===== config.mk =====
export PLATFORM = sky130hd
export DESIGN_NAME = polygon_fan_triangulator
export DESIGN_NICKNAME = d
export VERILOG_FILES = /design/src/rtl/core/pft_pkg.sv /design/src/rtl/core/pft_cfg.sv /design/src/rtl/core/pft_face_tracker.sv /design/src/rtl/core/pft_out_reg.sv /design/src/rtl/core/polygon_fan_triangulator.sv
export SDC_FILE = /design/constraint.sdc
export NUM_CORES = 1
export LEC_CHECK = 0
export ABC_CLOCK_PERIOD_IN_PS = 5500
export BUFFER_PORTS_ARGS = -buffer_cell sky130_fd_sc_hd__buf_4
export CAP_MARGIN = 20
export CORE_UTILIZATION = 50
export CTS_CLUSTER_DIAMETER = 60
export CTS_CLUSTER_SIZE = 16
export DETAILED_ROUTE_END_ITERATION = 10
export PLACE_DENSITY = 0.84
export SYNTH_ARGS = -nofsm -noshare
export SYNTH_HDL_FRONTEND = slang
export SYNTH_SLANG_ARGS = --single-unit

===== constraint.sdc =====
create_clock -name clk -period 5.5 [get_ports clk]
set_input_delay 1.1 -clock clk [delete_from_list [all_inputs] [get_ports clk]]
set_output_delay 1.1 -clock clk [all_outputs]
set_load 0.01 [all_outputs]

===== src/rtl/core/pft_pkg.sv =====
// Shared types and constants for the polygon fan triangulator.
`default_nettype none

package pft_pkg;

  // Fixed field widths
  localparam int WORD_W  = 21;   // signed index word
  localparam int VERT_W  = 20;   // vertex port width
  localparam int MODE_W  = 2;    // topology register
  localparam int ADDR_W  = 3;    // byte address of the register file
  localparam int DATA_W  = 32;

  // Topology codes
  localparam logic [MODE_W-1:0] TOPO_TRI  = 2'd0;
  localparam logic [MODE_W-1:0] TOPO_QUAD = 2'd1;
  localparam logic [MODE_W-1:0] TOPO_NGON = 2'd2;

  // Register index (word address, paddr[2])
  localparam logic REG_TOPOLOGY = 1'b0;

  // Face position: vertices seen in the open face, saturating at three
  typedef logic [1:0] face_pos_t;
  localparam face_pos_t POS_START = 2'd0;
  localparam face_pos_t POS_SECOND = 2'd1;
  localparam face_pos_t POS_THIRD = 2'd2;
  localparam face_pos_t POS_MORE  = 2'd3;

  typedef logic [VERT_W-1:0] vert_t;

  typedef struct packed {
    vert_t corner_first;
    vert_t corner_previous;
    vert_t corner_current;
    logic  face_done;
  } pft_result_t;

endpackage

`default_nettype wire


===== src/rtl/core/pft_cfg.sv =====
// APB-style configuration register holding the topology mode.
`default_nettype none

module pft_cfg (
  input  wire logic                         clk,
  input  wire logic                         rst_n,
  input  wire logic                         psel,
  input  wire logic                         penable,
  input  wire logic                         pwrite,
  input  wire logic [pft_pkg::ADDR_W-1:0]   paddr,
  input  wire logic [pft_pkg::DATA_W-1:0]   pwdata,
  output logic      [pft_pkg::DATA_W-1:0]   prdata,
  output logic                              pready,
  output logic      [pft_pkg::MODE_W-1:0]   topology_mode
);

  logic [pft_pkg::MODE_W-1:0] mode_r;
  logic [pft_pkg::MODE_W-1:0] mode_nxt;
  logic                       sel_topo;

  assign sel_topo = (paddr[2] == pft_pkg::REG_TOPOLOGY);
  assign pready   = 1'b1;

  always_comb begin
    mode_nxt = mode_r;
    if (psel && penable && pwrite && sel_topo) begin
      mode_nxt = pwdata[pft_pkg::MODE_W-1:0];
    end
  end

  always_ff @(posedge clk) begin
    if (!rst_n) begin
      mode_r <= pft_pkg::TOPO_TRI;
    end else begin
      mode_r <= mode_nxt;
    end
  end

  always_comb begin
    prdata = '0;
    if (sel_topo) begin
      prdata[pft_pkg::MODE_W-1:0] = mode_r;
    end
  end

  assign topology_mode = mode_r;

endmodule

`default_nettype wire


===== src/rtl/core/pft_face_tracker.sv =====
// Face state and fan decode: apex, prior vertex and face position.
`default_nettype none

module pft_face_tracker #(
  parameter int VW = 20
) (
  input  wire logic                          clk,
  input  wire logic                          rst_n,
  input  wire logic                          advance,
  input  wire logic [pft_pkg::WORD_W-1:0]    index_word,
  input  wire logic                          last_of_submesh,
  input  wire logic [pft_pkg::MODE_W-1:0]    topology_mode,
  output logic                               emit,
  output pft_pkg::pft_result_t               result
);

  logic [VW-1:0]      apex_r, apex_nxt;
  logic [VW-1:0]      prior_r, prior_nxt;
  pft_pkg::face_pos_t pos_r, pos_nxt;

  logic          reserved;
  logic          end_mark;
  logic          ends;
  logic [VW-1:0] vert;

  assign reserved = (topology_mode != pft_pkg::TOPO_TRI)
                 && (topology_mode != pft_pkg::TOPO_QUAD)
                 && (topology_mode != pft_pkg::TOPO_NGON);

  // n-gon end mark: negative word carries ~vertex
  assign end_mark = (topology_mode == pft_pkg::TOPO_NGON) && index_word[pft_pkg::WORD_W-1];

  always_comb begin
    if (end_mark) begin
      vert = ~index_word[VW-1:0];
    end else begin
      vert = index_word[VW-1:0];
    end
  end

  always_comb begin
    ends = end_mark || last_of_submesh;
    if (topology_mode == pft_pkg::TOPO_TRI
        && (pos_r == pft_pkg::POS_THIRD || pos_r == pft_pkg::POS_MORE)) begin
      ends = 1'b1;
    end
    if (topology_mode == pft_pkg::TOPO_QUAD && pos_r == pft_pkg::POS_MORE) begin
      ends = 1'b1;
    end
  end

  assign emit = !reserved && (pos_r == pft_pkg::POS_THIRD || pos_r == pft_pkg::POS_MORE);

  assign result.corner_first    = pft_pkg::vert_t'(apex_r);
  assign result.corner_previous = pft_pkg::vert_t'(prior_r);
  assign result.corner_current  = pft_pkg::vert_t'(vert);
  assign result.face_done       = ends;

  always_comb begin
    apex_nxt  = apex_r;
    prior_nxt = prior_r;
    pos_nxt   = pos_r;
    if (advance) begin
      if (reserved) begin
        pos_nxt = pft_pkg::POS_START;
      end else begin
        if (pos_r == pft_pkg::POS_START) begin
          apex_nxt = vert;
        end
        prior_nxt = vert;
        if (ends) begin
          pos_nxt = pft_pkg::POS_START;
        end else if (pos_r == pft_pkg::POS_MORE) begin
          pos_nxt = pft_pkg::POS_MORE;
        end else begin
          pos_nxt = pos_r + 2'd1;
        end
      end
    end
  end

  always_ff @(posedge clk) begin
    if (!rst_n) begin
      apex_r  <= '0;
      prior_r <= '0;
      pos_r   <= pft_pkg::POS_START;
    end else begin
      apex_r  <= apex_nxt;
      prior_r <= prior_nxt;
      pos_r   <= pos_nxt;
    end
  end

  // a closed face restarts
  a_close_restarts: assert property (@(posedge clk) disable iff (!rst_n)
    advance && ends |=> pos_r == pft_pkg::POS_START)
    else $error("face did not restart after close");

  // reserved topology drops the open face
  a_reserved_drops: assert property (@(posedge clk) disable iff (!rst_n)
    advance && reserved |=> pos_r == pft_pkg::POS_START)
    else $error("reserved topology left a face open");

  // first vertex of a face becomes the apex
  a_apex_capture: assert property (@(posedge clk) disable iff (!rst_n)
    advance && !reserved && pos_r == pft_pkg::POS_START |=> apex_r == $past(vert))
    else $error("apex not captured at face start");

endmodule

`default_nettype wire


===== src/rtl/core/pft_out_reg.sv =====
// Result register that decouples the decode stage from the receiver.
`default_nettype none

module pft_out_reg (
  input  wire logic                  clk,
  input  wire logic                  rst_n,
  input  wire logic                  load,
  input  wire pft_pkg::pft_result_t  load_data,
  input  wire logic                  out_stall,
  output logic                       free,
  output logic                       out_valid,
  output pft_pkg::pft_result_t       out_data
);

  logic                 valid_r, valid_nxt;
  pft_pkg::pft_result_t data_r, data_nxt;

  assign free = !valid_r || !out_stall;

  always_comb begin
    valid_nxt = valid_r;
    data_nxt  = data_r;
    if (load) begin
      valid_nxt = 1'b1;
      data_nxt  = load_data;
    end else if (valid_r && !out_stall) begin
      valid_nxt = 1'b0;
    end
  end

  always_ff @(posedge clk) begin
    if (!rst_n) begin
      valid_r <= 1'b0;
    end else begin
      valid_r <= valid_nxt;
    end
  end

  always_ff @(posedge clk) begin
    data_r <= data_nxt;
  end

  assign out_valid = valid_r;
  assign out_data  = data_r;

endmodule

`default_nettype wire


===== src/rtl/core/polygon_fan_triangulator.sv =====
// Top level of the polygon fan triangulator.
// Usage:
//  - Input channel (in_valid / in_stall): one index word per request plus the
//    last-of-submesh flag. A request is taken when in_valid is high and
//    in_stall is low.
//  - Output channel (out_valid / out_stall): one fan triangle per request
//    (apex, previous, current, face_done). Vertices before the third of a
//    face, short faces and words under the reserved topology give nothing.
//  - Config: APB-style, one register at byte 0 (topology_mode: 0 triangles,
//    1 quads, 2 n-gons closed by a negative word). pready is tied high.
//    Write it only while the block is idle.
// Timing:
//  - Input register, decode logic, result register: a taken word is held in the
//    input register; its triangle then goes to the result register. One word
//    per cycle unless stalled, set by the single decode stage and face state.
//  - When the receiver stalls, the result register holds its triangle; the
//    next word waits in the input register and in_stall rises only when that
//    word also yields a triangle. Words yielding nothing still drain.
// Reset (rst_n, synchronous): both stages empty, face state at start of face,
// topology back to triangles.
`default_nettype none

module polygon_fan_triangulator #(
  parameter int VERTEX_INDEX_BITS = 20
) (
  input  wire logic                            clk,
  input  wire logic                            rst_n,
  // input channel
  input  wire logic                            in_valid,
  output logic                                 in_stall,
  input  wire logic signed [pft_pkg::WORD_W-1:0] in_index_word,
  input  wire logic                            in_last_of_submesh,
  // result channel
  output logic                                 out_valid,
  input  wire logic                            out_stall,
  output logic        [pft_pkg::VERT_W-1:0]    out_corner_first,
  output logic        [pft_pkg::VERT_W-1:0]    out_corner_previous,
  output logic        [pft_pkg::VERT_W-1:0]    out_corner_current,
  output logic                                 out_face_done,
  // configuration port
  input  wire logic                            psel,
  input  wire logic                            penable,
  input  wire logic                            pwrite,
  input  wire logic   [pft_pkg::ADDR_W-1:0]    paddr,
  input  wire logic   [pft_pkg::DATA_W-1:0]    pwdata,
  output logic        [pft_pkg::DATA_W-1:0]    prdata,
  output logic                                 pready
);

  // Vertex bits that survive to the 20-bit ports
  localparam int VW = (VERTEX_INDEX_BITS < pft_pkg::VERT_W) ? VERTEX_INDEX_BITS
                                                            : pft_pkg::VERT_W;

  logic [pft_pkg::MODE_W-1:0] topology_mode;

  // input register
  logic                        s1_valid_r, s1_valid_nxt;
  logic [pft_pkg::WORD_W-1:0]  s1_word_r, s1_word_nxt;
  logic                        s1_last_r, s1_last_nxt;

  logic                        s1_go;
  logic                        emit;
  logic                        out_free;
  pft_pkg::pft_result_t        result;
  pft_pkg::pft_result_t        out_data;

  pft_cfg u_cfg (
    .clk           (clk),
    .rst_n         (rst_n),
    .psel          (psel),
    .penable       (penable),
    .pwrite        (pwrite),
    .paddr         (paddr),
    .pwdata        (pwdata),
    .prdata        (prdata),
    .pready        (pready),
    .topology_mode (topology_mode)
  );

  // held word moves on unless it needs the result register and that is full
  assign s1_go    = s1_valid_r && (!emit || out_free);
  assign in_stall = s1_valid_r && !s1_go;

  always_comb begin
    s1_valid_nxt = s1_valid_r;
    s1_word_nxt  = s1_word_r;
    s1_last_nxt  = s1_last_r;
    if (in_valid && !in_stall) begin
      s1_valid_nxt = 1'b1;
      s1_word_nxt  = in_index_word;
      s1_last_nxt  = in_last_of_submesh;
    end else if (s1_go) begin
      s1_valid_nxt = 1'b0;
    end
  end

  always_ff @(posedge clk) begin
    if (!rst_n) begin
      s1_valid_r <= 1'b0;
    end else begin
      s1_valid_r <= s1_valid_nxt;
    end
  end

  always_ff @(posedge clk) begin
    s1_word_r <= s1_word_nxt;
    s1_last_r <= s1_last_nxt;
  end

  pft_face_tracker #(
    .VW (VW)
  ) u_tracker (
    .clk             (clk),
    .rst_n           (rst_n),
    .advance         (s1_go),
    .index_word      (s1_word_r),
    .last_of_submesh (s1_last_r),
    .topology_mode   (topology_mode),
    .emit            (emit),
    .result          (result)
  );

  pft_out_reg u_out (
    .clk       (clk),
    .rst_n     (rst_n),
    .load      (s1_go && emit),
    .load_data (result),
    .out_stall (out_stall),
    .free      (out_free),
    .out_valid (out_valid),
    .out_data  (out_data)
  );

  assign out_corner_first    = out_data.corner_first;
  assign out_corner_previous = out_data.corner_previous;
  assign out_corner_current  = out_data.corner_current;
  assign out_face_done       = out_data.face_done;

  // a held word that stalls the input is only ever blocked by a full result register
  a_stall_cause: assert property (@(posedge clk) disable iff (!rst_n)
    in_stall |-> emit && out_valid && out_stall)
    else $error("input stalled without a blocked result");

  // a word that produced a triangle shows up on the result register next cycle
  a_emit_lands: assert property (@(posedge clk) disable iff (!rst_n)
    s1_go && emit |=> out_valid && out_data == $past(result))
    else $error("triangle lost on way to result register");

  // a stalled word stays in the input register
  a_stall_holds: assert property (@(posedge clk) disable iff (!rst_n)
    in_stall |=> s1_valid_r && $stable(s1_word_r) && $stable(s1_last_r))
    else $error("stalled word dropped");

endmodule

`default_nettype wire


# ---- Word level (Yosys, flattened, before mapping)
# Cells that the tools add are included.
dict set report classes {
  bitwise 3
  n_reduce_logical 31
  n_mux 11
  n_eq_ne 6
  add_sub_neg 1
}
# operator count
set op_table {}
lappend op_table {{$mux 20} 1}
lappend op_table {{$not 20->20} 1}
lappend op_table {{$logic_and 1x1->1} 14}
lappend op_table {{$mux 2} 4}
lappend op_table {{$eq 2x2->1 const B} 3}
lappend op_table {{$logic_not 1->1} 6}
lappend op_table {{$mux 1} 6}
lappend op_table {{$reduce_bool 2->1} 3}
lappend op_table {{$logic_not 2->1} 2}
lappend op_table {{$logic_or 1x1->1} 4}
lappend op_table {{$reduce_and 3->1} 1}
lappend op_table {{$add 2x1->2 const B} 1}
lappend op_table {{$eq 2x1->1 const B} 1}
lappend op_table {{$ne 2x1->1 const B} 1}
lappend op_table {{$ne 2x2->1 const B} 1}
lappend op_table {{$not 1->1} 2}
lappend op_table {{$reduce_and 2->1} 1}
dict set report word_totals {
  regBits 129
  input_bits 64
  elab_cells 64
  output_inout_bits 96
}

# ---- Longest topological paths before layout
dict set report depth {
  ltp_word 13
  depth_mapped 5
  depth_no_buf 4
}

# ---- Modules after synthesis
# A second synthesis with hierarchy kept.
dict set report unflattened {
  hier_cells 336
  area_unflattened_um2 4629.4
}
# module seq_area_each_um2 cells_per_inst area_per_inst_um2 n_inst
set modules_own_cells {}
lappend modules_own_cells {pft_out_reg 1851.8 65 1866.8 1}
lappend modules_own_cells {pft_face_tracker 840.8 198 1695.4 1}
lappend modules_own_cells {polygon_fan_triangulator 680.7 29 720.7 1}
lappend modules_own_cells {pft_cfg 40.0 44 346.6 1}

# ---- Worst setup path before layout
# OpenSTA, ideal clock, no wires.
dict set report synth_timing {
  path_kind {input-to-reg}
  from {input port out_stall}
  to {register u_out.data_r, in the netlist u_out.out_data[0], enable pin}
  path_slack_ns 0.912
  path_buffers 0
  required_time_ns 5.000
  setup_ns 0.500
  path_stages 1
  arrival_time_ns 4.088
  path_cell_list {a21oi_1}
}
dict set report synth_between {
  elab_chain_len 5
}
# element line
set synth_rtl {}
lappend synth_rtl {{from (decl)} polygon_fan_triangulator.sv:35} ;# input wire logic out_stall,
lappend synth_rtl {{$logic_not 1->1} pft_out_reg.sv:18} ;# assign free = !valid_r || !out_stall;
lappend synth_rtl {{$logic_or 1x1->1} pft_out_reg.sv:18}
lappend synth_rtl {{$logic_or 1x1->1} polygon_fan_triangulator.sv:81} ;# assign s1_go = s1_valid_r && (!emit || out_free);
lappend synth_rtl {{$logic_and 1x1->1} polygon_fan_triangulator.sv:81}
lappend synth_rtl {{$logic_and 1x1->1} polygon_fan_triangulator.sv:126} ;# .load (s1_go && emit),
lappend synth_rtl {{to (signal assigned)} pft_out_reg.sv:40} ;# data_r <= data_nxt;
lappend synth_rtl {{to (decl)} pft_out_reg.sv:16} ;# pft_pkg::pft_result_t data_r, data_nxt;
# No other way between the ends.
# A chain may end at the register's enable or synchronous reset.

# ---- Final worst setup path
dict set report layout_timing {
  from {register u_tracker.pos_r[1]}
  to {output port in_stall}
}
dict set report layout_between {
  elab_chain_len 8
  elab_cells_between_ends 9
  cone_classes {eq/ne: 2; reduce/logical: 7}
}
# element line
set layout_rtl {}
lappend layout_rtl {{from (decl)} pft_face_tracker.sv:19} ;# pft_pkg::face_pos_t pos_r, pos_nxt;
lappend layout_rtl {{from (signal assigned)} pft_face_tracker.sv:86} ;# pos_r <= pft_pkg::POS_START;
lappend layout_rtl {{from (signal assigned)} pft_face_tracker.sv:90} ;# pos_r <= pos_nxt;
lappend layout_rtl {{$eq 2x2->1} pft_face_tracker.sv:52} ;# assign emit = !reserved && (pos_r == pft_pkg::POS_THIRD || pos_r == pft_pkg::POS_MORE);
lappend layout_rtl {{$logic_or 1x1->1 *} pft_face_tracker.sv:52}
lappend layout_rtl {{$logic_and 1x1->1 *} pft_face_tracker.sv:52}
lappend layout_rtl {{$logic_not 1->1 *} polygon_fan_triangulator.sv:81}
lappend layout_rtl {{$logic_or 1x1->1 *} polygon_fan_triangulator.sv:81}
lappend layout_rtl {{$logic_and 1x1->1 *} polygon_fan_triangulator.sv:81}
lappend layout_rtl {{$logic_not 1->1 *} polygon_fan_triangulator.sv:82} ;# assign in_stall = s1_valid_r && !s1_go;
lappend layout_rtl {{$logic_and 1x1->1 *} polygon_fan_triangulator.sv:82}
lappend layout_rtl {{to (decl)} polygon_fan_triangulator.sv:30} ;# output logic in_stall,
# Every way passes the cells marked *; elsewhere a longest branch is shown, timed or not.

==> results.cfg <==
[sta]
finalHoldViolCount = 0
fin_skew_ns = 0.00758
drv_slew = 0
worst_pin_slew_ns = 0.793
post-route-period-util_pct = 51.4
rsz0062_at_grt = no
finalCriticalPeriod_ns = 2.83
fmax_ghz = 0.354
setup_viol = 0
tns_ns = 0
relSlewSlack_pct = 47.2

[critical_path]
cp-end-kind = output port
slowest_delay_ns = 0.56
start_kind = flop
setup.worst_path.class = reg -> out
crit_fanout = 9
crit_required_ns = 4.40
crit_path_cell_trace = nand3_1 -> nor2_1 -> buf_4
cpMaxStageDelayCell = dfxtp_1
critPathArrivalTime_ns = 1.73

[detailed_routing]
first_pass_iters = 5
wl_um = 8770
vias = 2798
wire_per_inst_um = 15.3
met2_length_um = 4690
postRouteAntennaNets = 0
wl_met1_um = 3480
drtIter0Drc = 128
top_layer_used = met4
vias_per_cell = 4.87
routed-wl-met3_um = 473
drc = 0

[clock_network]
h-tree-depth = 4
cts_sinks = 129
clockBufferDepth = 2
cts_resized = 0
clk_transition_reported_paths_ns = 0.06
numCtsBuffers = 17
clk_latency_ns = 0.51
cts_root_buffer = clkbuf_8
hold_buffers = 0
cts_tree = yes
post_cts_buffers = 0

[layout]
utilization_pct = 66.7
drive_above_1_share_pct = 31.2
syn2layout_area_growth_pct = 28.6
finalNonFillerCells = 575
layout_commonest_cell = buf_4
final_cell_mix = 100 x buf_4, 83 x edfxtp_1, 46 x dfxtp_1
diodes = 0
nNetsFinal = 497

[synth]
ys_seq_area_share_pct = 70.9
synthFlopType = edfxtp_1
synth_area_um2 = 4820
yosys.area.top_type = edfxtp_1
synth.avg_cell_area_um2 = 14.5
yosys_warnings = 0
ys_types = 29
ys_ff_latch = 129
synth_edf_count = 83
syn_inst = 331
synth.top_cell.area_share_pct = 51.8
synthTopCellsByArea = edfxtp_1 52%, dfxtp_1 19%, o211a_1 8.3%
async_reset_ff_share_pct = 0

[min_path]
hp-class = reg -> reg

[global_routing]
first_global_vias = 2801
antenna_found_initial = 0
grt_pass1_wl_um = 13800
grt_overflow = 0
track_usage_pct = 18.8
grt_max_degree = 62

[die]
coreArea_um2 = 9280
initial_core_util_pct = 51.9
dieWidth_um = 100
ioPinCount = 160
die_area_um2 = 10000
dieHeight_um = 100
fp-row-count = 35

[run]
maxCapViolations = 0

[place]
io_buffers = 96
dp_cells = 542
place_hpwl_um = 5310
place_congestion = 0.755

[pwr]
pwr_density_cell_nw_per_um2 = 388
vdd_drop_max_v = 0.000259
total_power_mw = 2.40
p_leak_nw = 2.87

[run_status]
status = finished clean
## state kept, by name, summed over array words and instances, names as in the netlist
name and flops:
s1_word_r 21, s1_last_r 1, u_out.out_valid 1, u_tracker.prior_r 20, s1_valid_r 1, u_out.out_data 61
u_cfg.topology_mode 2, u_tracker.apex_r 20, u_tracker.pos_r 2
## metal layers
| layer | up-vias | track usage (%) |
|---|---|---|
| met2 | 129 | 33.4 |
| met1 | 1349 | 20.8 |
| met3 | 13 | 5.64 |
| met5 | - | 0 |
| met4 | 0 | 8.25 |
| li1 | 1307 | - |
## synthesized netlist by cell type (2+ instances only)
cell / n
buf_6: 4
mux2i_1: 2
nor2_1: 2
xor2_1: 20
nand3_1: 3
nor2b_1: 6
o211a_1: 40
clkbuf_1: 5
nand4_1: 2
conb_1: 2
edfxtp_1: 83
dfxtp_1: 46
buf_4: 34
buf_2: 4
inv_1: 23
nand2_1: 42
## per-stage QoR
stage                     hold slack (ns)  worst slack [ns]  cell area, µm²
after floorplan                     0.409             0.912            4920
after global placement              0.414              2.74            5520
after detailed placement            0.415              2.70            5520
after CTS                           0.432              2.67            6160
after global routing                0.441              2.58            6190
final                               0.432              2.67            6190
## layout make-up
type,instances,area [µm²]
flip-flops and latches,129,3410
fillers,666,3090
multi-input cells,161,1110
repair buffers,101,778
clock buffers,18,418
clock inverters,14,229
well taps,129,161
inverters,23,86.3
## critical path: cells and delay by family, from the launching register on
| kind | cells | cell delay [ns] |
|---|---|---|
| buffers and inverters | 1 | 0.17 |
| flip-flops | 1 | 0.56 |
| AND/OR/NAND/NOR | 2 | 0.49 |
## report_power, final
part	internal, mW	switching, mW	total (mW)
Combinational	0.0476	0.0630	0.111
Sequential	1.07	0.0199	1.09
Clock	0.790	0.409	1.20
Total	1.91	0.491	2.40
## path summary, 6_finish.rpt
| check | start | endpoint | slack, ns | depth (start not counted) |
|---|---|---|---|---|
| max | u_tracker.pos_r[1] | in_stall | 2.67 | 3 |
| min | u_tracker.prior_r[18] | u_out.out_data[39] | 0.43 | 0 |
| max reg2reg | u_cfg.topology_mode[1] | s1_word_r[5] | 3.44 | 5 |
| min reg2reg | u_tracker.prior_r[18] | u_out.out_data[39] | 0.43 | 0 |
## cells by family (layout without fill, tap and decap cells)
group                     count (synthesis)  in the layout  synth area share (%)
buffers and inverters                    70            156                  8.83
xor gates and xnor gates                 20             20                  3.64
AOI/OAI and AO/OA                        48             48                  10.3
DFF                                     129            129                  70.9
muxes                                     3              3                 0.727
other                                     2             31                 0.156
and+or+nand+nor                          59             59                  5.46
Power figures use the tool's default switching activity.
